[src/hdl/frame_timer_fixed_step_defines.svh]
// Assertion macros shared by the frame timer RTL.
`ifndef FRAME_TIMER_FIXED_STEP_DEFINES_SVH
`define FRAME_TIMER_FIXED_STEP_DEFINES_SVH
`ifndef SYNTHESIS
`define FTS_ASSERT_IMPL(label, clk, rst, prop, msg) \
  label: assert property (@(posedge clk) disable iff (rst) (prop)) else $error(msg);
`define FTS_ASSERT_ALWAYS(label, clk, prop, msg) \
  label: assert property (@(posedge clk) (prop)) else $error(msg);
`else
`define FTS_ASSERT_IMPL(label, clk, rst, prop, msg)
`define FTS_ASSERT_ALWAYS(label, clk, prop, msg)
`endif
`endif

[src/hdl/fts_pkg.sv]
// ------------------------------------------------------------------------
// fts_pkg: frame timer package
// Shared types and constants of the frame timer.
// ------------------------------------------------------------------------
`timescale 1ns / 1ps
`default_nettype none
package fts_pkg;
  localparam logic [30:0] MAX_DELTA_RESET = 31'd100000;
  localparam logic [30:0] FIXED_DELTA_RESET = 31'd16667;
  localparam logic [0:0] REG_MAX_DELTA = 1'b0;
  localparam logic [0:0] REG_FIXED_DELTA = 1'b1;

  typedef struct packed {
    logic [30:0] clamped;
    logic [30:0] delta;
  } fts_item_t;

  typedef enum logic [2:0] {
    ST_IDLE, ST_DIV_STEP, ST_DIV_RATE, ST_DIV_AVG, ST_OUT
  } fts_state_t;
endpackage
`default_nettype wire

[src/hdl/fts_divider.sv]
// ------------------------------------------------------------------------
// fts_divider: serial divider
// Restoring radix-2 unsigned divider, one quotient bit per cycle.
// ------------------------------------------------------------------------
`timescale 1ns / 1ps
`default_nettype none
module fts_divider (
  input  wire logic        clk,
  input  wire logic        rst,
  input  wire logic        start,
  input  wire logic [63:0] dividend,
  input  wire logic [32:0] divisor,
  output logic             done,
  output logic [63:0]      quotient,
  output logic [32:0]      remainder
);
  logic [6:0] count;
  logic busy;
  logic [32:0] divisor_q;
  logic [33:0] trial;
  assign trial = {remainder, quotient[63]} - {1'b0, divisor_q};
  always_ff @(posedge clk) begin
    if (rst) begin
      busy <= 1'b0;
      done <= 1'b0;
      count <= 7'd0;
    end else begin
      done <= 1'b0;
      if (start) begin
        busy <= 1'b1;
        count <= 7'd0;
      end else if (busy) begin
        count <= count + 7'd1;
        if (count == 7'd63) begin
          busy <= 1'b0;
          done <= 1'b1;
        end
      end
    end
  end
  always_ff @(posedge clk) begin
    if (start) begin
      quotient <= dividend;
      remainder <= 33'd0;
      divisor_q <= divisor;
    end else if (busy) begin
      if (!trial[33]) begin
        remainder <= trial[32:0];
        quotient <= {quotient[62:0], 1'b1};
      end else begin
        remainder <= {remainder[31:0], quotient[63]};
        quotient <= {quotient[62:0], 1'b0};
      end
    end
  end
endmodule
`default_nettype wire

[src/hdl/fts_front.sv]
// ------------------------------------------------------------------------
// fts_front: front end
// Holds configuration, clamps and limits each delta, queues classified items.
// ------------------------------------------------------------------------
`timescale 1ns / 1ps
`default_nettype none
module fts_front (
  input  wire logic              clk,
  input  wire logic              rst,
  input  wire logic              push,
  output logic                   full,
  input  wire logic [31:0]       raw_delta,
  input  wire logic              cfg_valid,
  output logic                   cfg_ready,
  input  wire logic [31:0]       cfg_index,
  input  wire logic [31:0]       cfg_data,
  output logic [30:0]            fixed_delta,
  output logic                   q_valid,
  input  wire logic              q_take,
  output fts_pkg::fts_item_t     q_item
);
  logic [30:0] max_delta;
  fts_pkg::fts_item_t slot [2];
  logic wr_ptr, rd_ptr;
  logic [1:0] fill;
  fts_pkg::fts_item_t in_item;
  logic do_push, do_pop;

  assign cfg_ready = 1'b1;
  assign full = fill[1];
  assign q_valid = fill != 2'd0;
  assign q_item = slot[rd_ptr];
  assign do_push = push && !full;
  assign do_pop = q_take && q_valid;
  assign in_item.clamped = raw_delta[31] ? 31'd0 : raw_delta[30:0];
  assign in_item.delta = (in_item.clamped < max_delta) ? in_item.clamped : max_delta;

  always_ff @(posedge clk) begin
    if (rst) begin
      max_delta <= fts_pkg::MAX_DELTA_RESET;
      fixed_delta <= fts_pkg::FIXED_DELTA_RESET;
      wr_ptr <= 1'b0;
      rd_ptr <= 1'b0;
      fill <= 2'd0;
    end else begin
      if (cfg_valid && cfg_data[30:0] != 31'd0 && cfg_index[31:1] == 31'd0) begin
        if (cfg_index[0] == fts_pkg::REG_MAX_DELTA) max_delta <= cfg_data[30:0];
        else fixed_delta <= cfg_data[30:0];
      end
      if (do_push) wr_ptr <= ~wr_ptr;
      if (do_pop) rd_ptr <= ~rd_ptr;
      fill <= fill + {1'b0, do_push} - {1'b0, do_pop};
    end
  end
  always_ff @(posedge clk) begin
    if (do_push) slot[wr_ptr] <= in_item;
  end
endmodule
`default_nettype wire

[src/hdl/fts_back.sv]
// ------------------------------------------------------------------------
// fts_back: back end
// Updates the timer state and runs the three divisions on a shared divider.
// ------------------------------------------------------------------------
`timescale 1ns / 1ps
`default_nettype none
module fts_back #(
  parameter int TICKS_PER_SECOND = 1000000
) (
  input  wire logic          clk,
  input  wire logic          rst,
  input  wire logic          q_valid,
  output logic               q_take,
  input  wire fts_pkg::fts_item_t q_item,
  input  wire logic [30:0]   fixed_delta,
  output logic               empty,
  input  wire logic          pop,
  output logic [30:0]        clamped_raw_delta,
  output logic [30:0]        frame_delta,
  output logic [63:0]        total_time,
  output logic [63:0]        frame_number,
  output logic [31:0]        fixed_steps_due,
  output logic [30:0]        step_remainder,
  output logic [31:0]        current_rate,
  output logic [31:0]        average_rate
);
  localparam logic [63:0] RATE_NUM = 64'(TICKS_PER_SECOND) * 64'd256;
  localparam logic [32:0] TPS = 33'(TICKS_PER_SECOND);

  fts_pkg::fts_state_t state, state_next;
  logic [63:0] time_sum;
  logic [30:0] step_acc;
  logic [63:0] frame_counter;
  logic [32:0] interval_time;
  logic [31:0] interval_frames;
  logic [31:0] average_latch;
  logic [32:0] int_time_new;
  logic [31:0] int_frames_new;
  logic [30:0] delta;

  logic div_start, div_done;
  logic [63:0] div_dividend, quo;
  logic [32:0] div_divisor, rem;

  fts_divider u_div (
    .clk(clk), .rst(rst), .start(div_start), .dividend(div_dividend),
    .divisor(div_divisor), .done(div_done), .quotient(quo), .remainder(rem)
  );

  assign int_time_new = interval_time + {2'd0, delta};
  assign int_frames_new = interval_frames + 32'd1;

  always_comb begin
    state_next = state;
    case (state)
      fts_pkg::ST_IDLE: if (q_valid) state_next = fts_pkg::ST_DIV_STEP;
      fts_pkg::ST_DIV_STEP: if (div_done) state_next = (delta != 31'd0) ?
        fts_pkg::ST_DIV_RATE : fts_pkg::ST_OUT;
      fts_pkg::ST_DIV_RATE: if (div_done) state_next = (int_time_new >= TPS) ?
        fts_pkg::ST_DIV_AVG : fts_pkg::ST_OUT;
      fts_pkg::ST_DIV_AVG: if (div_done) state_next = fts_pkg::ST_OUT;
      fts_pkg::ST_OUT: if (pop) state_next = fts_pkg::ST_IDLE;
      default: state_next = fts_pkg::ST_IDLE;
    endcase
  end

  always_comb begin
    q_take = 1'b0;
    div_start = 1'b0;
    div_dividend = 64'd0;
    div_divisor = 33'd1;
    empty = 1'b1;
    case (state)
      fts_pkg::ST_IDLE: begin
        q_take = q_valid;
        div_start = q_valid;
        div_dividend = 64'(step_acc) + 64'(q_item.delta);
        div_divisor = {2'd0, fixed_delta};
      end
      fts_pkg::ST_DIV_STEP: begin
        div_start = div_done && delta != 31'd0;
        div_dividend = RATE_NUM;
        div_divisor = {2'd0, delta};
      end
      fts_pkg::ST_DIV_RATE: begin
        div_start = div_done && int_time_new >= TPS;
        div_dividend = 64'(int_frames_new) * RATE_NUM;
        div_divisor = int_time_new;
      end
      fts_pkg::ST_OUT: empty = 1'b0;
      default: empty = 1'b1;
    endcase
  end

  always_ff @(posedge clk) begin
    if (rst) begin
      state <= fts_pkg::ST_IDLE;
      time_sum <= 64'd0;
      step_acc <= 31'd0;
      frame_counter <= 64'd0;
      interval_time <= 33'd0;
      interval_frames <= 32'd0;
      average_latch <= 32'd0;
    end else begin
      state <= state_next;
      case (state)
        fts_pkg::ST_IDLE: if (q_valid) begin
          time_sum <= time_sum + 64'(q_item.delta);
          frame_counter <= frame_counter + 64'd1;
        end
        fts_pkg::ST_DIV_STEP: if (div_done) step_acc <= rem[30:0];
        fts_pkg::ST_DIV_RATE: if (div_done) begin
          if (int_time_new >= TPS) begin
            interval_time <= 33'd0;
            interval_frames <= 32'd0;
          end else begin
            interval_time <= int_time_new;
            interval_frames <= int_frames_new;
          end
        end
        fts_pkg::ST_DIV_AVG: if (div_done)
          average_latch <= (quo[63:32] != 32'd0) ? 32'hFFFF_FFFF : quo[31:0];
        default: ;
      endcase
    end
  end

  always_ff @(posedge clk) begin
    case (state)
      fts_pkg::ST_IDLE: if (q_valid) begin
        delta <= q_item.delta;
        clamped_raw_delta <= q_item.clamped;
        frame_delta <= q_item.delta;
        total_time <= time_sum + 64'(q_item.delta);
        frame_number <= frame_counter + 64'd1;
        current_rate <= 32'd0;
      end
      fts_pkg::ST_DIV_STEP: if (div_done) begin
        fixed_steps_due <= (quo[63:32] != 32'd0) ? 32'hFFFF_FFFF : quo[31:0];
        step_remainder <= rem[30:0];
      end
      fts_pkg::ST_DIV_RATE: if (div_done)
        current_rate <= (quo[63:32] != 32'd0) ? 32'hFFFF_FFFF : quo[31:0];
      default: ;
    endcase
  end

  assign average_rate = average_latch;
endmodule
`default_nettype wire

[src/hdl/frame_timer_fixed_step.sv]
// ------------------------------------------------------------------------
// frame_timer_fixed_step: frame timer with fixed-step accumulator
// Top level joining the front end, the item queue and the back end.
// ------------------------------------------------------------------------
// Usage: push a raw frame delta when full is low; one result per item
// appears when empty is low and is taken with pop. Configuration writes
// (index 0 max_delta, 1 fixed_delta) with non-zero data are taken on
// cfg_valid at any time, ready is always high, and should only be made
// while the block is idle. The front end queues up to two items. The
// back end shares one serial divider for the step division, then the
// rate division when the delta is non-zero, then the average division at
// an interval end. The next queued item starts the cycle after the result
// transfer, so the back end takes no new item until the result is popped.
// The result holds until popped; while it waits, the queue keeps filling
// and full rises when two items are held. Synchronous reset clears all
// timer state and restores the register defaults.
`timescale 1ns / 1ps
`default_nettype none
`include "frame_timer_fixed_step_defines.svh"
module frame_timer_fixed_step #(
  parameter int TICKS_PER_SECOND = 1000000
) (
  input  wire logic        clk,
  input  wire logic        rst,
  input  wire logic        push,
  output logic             full,
  input  wire logic [31:0] raw_delta,
  output logic             empty,
  input  wire logic        pop,
  output logic [30:0]      clamped_raw_delta,
  output logic [30:0]      frame_delta,
  output logic [63:0]      total_time,
  output logic [63:0]      frame_number,
  output logic [31:0]      fixed_steps_due,
  output logic [30:0]      step_remainder,
  output logic [31:0]      current_rate,
  output logic [31:0]      average_rate,
  input  wire logic        cfg_valid,
  output logic             cfg_ready,
  input  wire logic [31:0] cfg_index,
  input  wire logic [31:0] cfg_data
);
  logic q_valid, q_take;
  fts_pkg::fts_item_t q_item;
  logic [30:0] fixed_delta;

  fts_front u_front (
    .clk(clk), .rst(rst), .push(push), .full(full), .raw_delta(raw_delta),
    .cfg_valid(cfg_valid), .cfg_ready(cfg_ready), .cfg_index(cfg_index),
    .cfg_data(cfg_data), .fixed_delta(fixed_delta), .q_valid(q_valid),
    .q_take(q_take), .q_item(q_item)
  );

  fts_back #(.TICKS_PER_SECOND(TICKS_PER_SECOND)) u_back (
    .clk(clk), .rst(rst), .q_valid(q_valid), .q_take(q_take), .q_item(q_item),
    .fixed_delta(fixed_delta), .empty(empty), .pop(pop),
    .clamped_raw_delta(clamped_raw_delta), .frame_delta(frame_delta),
    .total_time(total_time), .frame_number(frame_number),
    .fixed_steps_due(fixed_steps_due), .step_remainder(step_remainder),
    .current_rate(current_rate), .average_rate(average_rate)
  );

  `FTS_ASSERT_IMPL(a_delta_limited, clk, rst, empty || frame_delta <= clamped_raw_delta, "delta above input")
  `FTS_ASSERT_IMPL(a_rem_below_step, clk, rst, empty || step_remainder < fixed_delta, "remainder too large")
  `FTS_ASSERT_IMPL(a_take_valid, clk, rst, !q_take || q_valid, "queue taken while empty")
  `FTS_ASSERT_ALWAYS(a_reset_empty, clk, $past(rst) |-> empty, "result shown after reset")
endmodule
`default_nettype wire
[config.mk]
export PLATFORM = sky130hd
export DESIGN_NAME = frame_timer_fixed_step
export DESIGN_NICKNAME = d
export VERILOG_FILES = /design/src/hdl/fts_pkg.sv /design/src/hdl/fts_divider.sv /design/src/hdl/fts_front.sv /design/src/hdl/fts_back.sv /design/src/hdl/frame_timer_fixed_step.sv
export VERILOG_INCLUDE_DIRS = /design/src /design/src/hdl
export SDC_FILE = /design/constraint.sdc
export NUM_CORES = 2
export LEC_CHECK = 0
export CORE_MARGIN = 2
export CORE_UTILIZATION = 60
export DETAILED_ROUTE_END_ITERATION = 8
export DONT_BUFFER_PORTS = 1
export PLACE_DENSITY = 0.76
export SKIP_CTS_REPAIR_TIMING = 1
export SYNTH_ARGS = -nofsm -noshare
export SYNTH_HDL_FRONTEND = slang
export SYNTH_SLANG_ARGS = --single-unit
[constraint.sdc]
create_clock -name clk -period 19.02 [get_ports clk]
set_input_delay 3.804 -clock clk [delete_from_list [all_inputs] [get_ports clk]]
set_output_delay 3.804 -clock clk [all_outputs]
set_load 0.02 [all_outputs]
==> out/results.ini <==
[clock_tree]
h-tree-depth = 3
root_buffer = clkbuf_16
clock_sinks = 874
clkLatencyLatePin_ns = 0.69
clock_path_buffers = 3
path_clk_slew_ns = 0.06
cts_tree = done
numCtsBuffers = 92

[floorplan]
start_util_pct = 60.37
die_x_um = 291.0
ios = 421
num_rows = 105
die_h_um = 291.0
core_area_mm2 = 0.08185
die_area_mm2 = 0.08467

[grt]
grt_pass1_wl_mm = 198.7
antenna_found_initial = 7
grt_max_degree = 311
grt_usage_pct = 29.78
overflow = 0
grt_pass1_vias = 34770

[synthesis]
synthAdderAreaFrac_pct = 12.91
synth-compound-area-share_pct = 11.80
syn_area_per_cell_um2 = 10.09
synth-edff-count = 506
yosysUniqueCellTypes = 86
synth_top_family_by_area = simple AND/OR/NAND/NOR gates
yosys_most_used_dff = edfxtp_1
synth_nets = 5427
yosys.area_share.simple_pct = 13.87
syn_area_mm2 = 0.04941
async_flop_share_pct = 0
synthMuxAreaShare_pct = 4.079
synth-seq-cells = 874
synthXorXnorAreaFrac_pct = 6.682
synthesis.instances = 4895
seq_area_frac_synth_pct = 45.66
yosys_warnings = 0

[setup_path]
cp_max_fo = 8
start_kind = flop
max_stage_delay_ns = 0.72
worstPathArrival_ns = 8.61
slowest_stage = xor2_1
r2r-start = u_back.interval_frames[0]
worstSetupPathType = reg2reg
end_kind = flop
critPathLaunch = u_back.interval_frames[0]
required_ns = 19.37

[detailed_routing]
ant_nets = 0
avgViaCountPerCell = 6.043
drc = 0
vias = 36050
post_drt_wl_per_cell_um = 21.49
drtIter0Drc = 3147
dr.pass1.iters = 9
drt-total-wl_mm = 128.2

[sta]
setup_viol = 0
final.min_clock_period_ns = 8.258
fmax_ghz = 0.1211
skew_ns = 0.06794
finalMaxSlewViolations = 0
rsz0062_at_grt = false
max_slew.worst_pin.slew_ns = 1.257
layout_worst_path_cycle_share_pct = 43.42
tns_ns = 0
setup_ws_ns = 10.76
final-hold-violation-count = 0
relSlewSlack_pct = 15.59

[final_layout]
drive_gt1_share_pct = 7.030
fin_nets = 5346
multi_input_area_mm2 = 0.02446
regArea_mm2 = 0.02256
fill_cells = 6316
syn2layout_area_growth_pct = 8.432

[power_and_ir_drop]
leakage_uw = 0.02192
max-vdd-ir-drop_uv = 143.7
cellPowerDensity_mw_per_mm2 = 135.3
p_total_uw = 7248

[run]
maxCapViolCount = 0

[placement]
place_ws_ns = 10.84
gp_congestion = 0.9798
portBuffers = 0
hpwl_mm = 92.48

[min_path]
min_from = u_back.interval_frames[30]
hp-class = reg2reg

[outcome]
status = finished clean

[worst max-delay path: cells and delay by family, from the launching register on]
| kind | cells | cell delay (ns) |
|---|---|---|
| fa+ha+maj | 6 | 2.66 |
| flops | 1 | 0.43 |
| simple gates | 5 | 0.91 |
| buf+inv | 5 | 0.74 |
| xor+xnor | 4 | 1.44 |
| compound gates | 9 | 1.76 |
[metal layers]
metal | track usage [%] | share of wire (%) | vias to the layer above
met5 | 0 | 0.045 | -
met4 | 11.84 | 3.8 | 10
met3 | 7.544 | 9.3 | 279
met2 | 47.36 | 46 | 1391
met1 | 39.13 | 41 | 17340
li1 | - | - | 17030
[where the power goes]
| group | internal [µW] | switching [µW] |
|---|---|---|
| Clock | 1120 | 798 |
| Combinational | 761 | 1390 |
| Sequential | 2610 | 571 |
| Total | 4490 | 2760 |
[synth_stat cells, types with 35 or more instances]
library cell | instances | share of area (%)
nor4_1 | 48 | 0.61
a21oi_1 | 287 | 2.9
mux2_2 | 99 | 2.3
nor2_1 | 503 | 3.8
a211oi_1 | 89 | 1.4
fa_1 | 125 | 5.1
inv_1 | 424 | 3.2
o21a_1 | 35 | 0.53
dfxtp_1 | 368 | 15
mux2i_1 | 90 | 1.8
nand3_1 | 153 | 1.5
xnor2_1 | 209 | 3.7
nor2b_1 | 58 | 0.73
a21o_1 | 94 | 1.4
nand2b_1 | 48 | 0.61
edfxtp_1 | 506 | 31
and3_1 | 61 | 0.77
clkbuf_1 | 182 | 1.4
nand2_1 | 357 | 2.7
xor2_1 | 168 | 3.0
nand4_1 | 60 | 0.76
ha_1 | 306 | 7.7
nor3_1 | 69 | 0.70
o21ai_0 | 153 | 1.5
[metrics by stage]
stage | cell area (µm²) | std cells | utilization, % | hold slack, ns
2_1_floorplan | 49410 | 4895 | - | 0.4313
3_3_place_gp | 50300 | 5790 | 61.46 | 0.4402
3_5_place_dp | 50300 | 5790 | 61.46 | 0.4468
4_1_cts | 53570 | 5963 | 65.46 | 0.4555
5_1_grt | 53580 | 5964 | 65.46 | 0.4746
6_report | 53580 | 5966 | 65.47 | 0.4542
[registers in the layout (all words and copies together), names as in the netlist, 32 cells and up, named ones only]
signal	flops
u_back.average_rate	32
u_back.current_rate	32
u_back.fixed_steps_due	32
u_back.frame_counter	64
u_back.frame_number	64
u_back.interval_frames	32
u_back.interval_time	33
u_back.time_sum	64
u_back.total_time	64
u_back.u_div.divisor_q	33
u_back.u_div.quotient	64
u_back.u_div.remainder	33
u_front.slot	124
[final cells by class]
type                       count  share of cell area (%)
antenna                        3                 0.01401
clock buffer                 126                   4.801
tap                         1070                   2.499
clock inverter                47                   1.310
sequential                   874                   42.11
timing repair buffer          42                  0.5885
inverter                     429                   3.026
multi-input combinational   3375                   45.65
[placed cells by master, fill, tap and decap left out, types with 12 or more instances in the layout]
cell type	netlist	final
a22oi_1	28	28
clkbuf_16	0	93
mux2i_1	90	90
a21o_1	94	94
a31oi_1	22	22
o21bai_1	17	17
nand4_1	60	60
nand2b_1	48	48
inv_1	424	423
o211ai_1	19	19
nand3_1	153	153
or3_1	34	33
a211o_1	13	13
o21ai_0	153	153
o31ai_1	25	25
fa_1	125	125
clkbuf_8	0	12
nor2b_1	58	57
clkbuf_1	182	20
ha_1	306	306
edfxtp_1	506	506
nor4_1	48	47
and3_1	61	61
nand2_1	357	354
mux2_2	99	99
dfxtp_1	368	366
nor3_1	69	66
xor2_1	168	168
clkinv_2	0	16
a21oi_1	287	287
xnor2_1	209	208
o21a_1	35	35
a211oi_1	89	89
buf_4	1	42
and4_1	14	14
and2_1	27	26
nor2_1	503	501
[cells by family after synthesis]
kind of cell	Yosys count
compound gates	904
xor+xnor	377
fa+ha+maj	436
buf+inv	646
flops	874
mux	189
other cells	1
simple gates	1468
[final timing paths]
path              slack, ns  cells after the start                          to
setup / recovery      10.76                     29   u_back.u_div.quotient[56]
hold / removal         0.45                      2  u_back.interval_frames[30]
setup reg to reg      10.76                     29   u_back.u_div.quotient[56]
hold reg to reg        0.45                      2  u_back.interval_frames[30]
No activity file was read; power rests on OpenSTA's default activity.
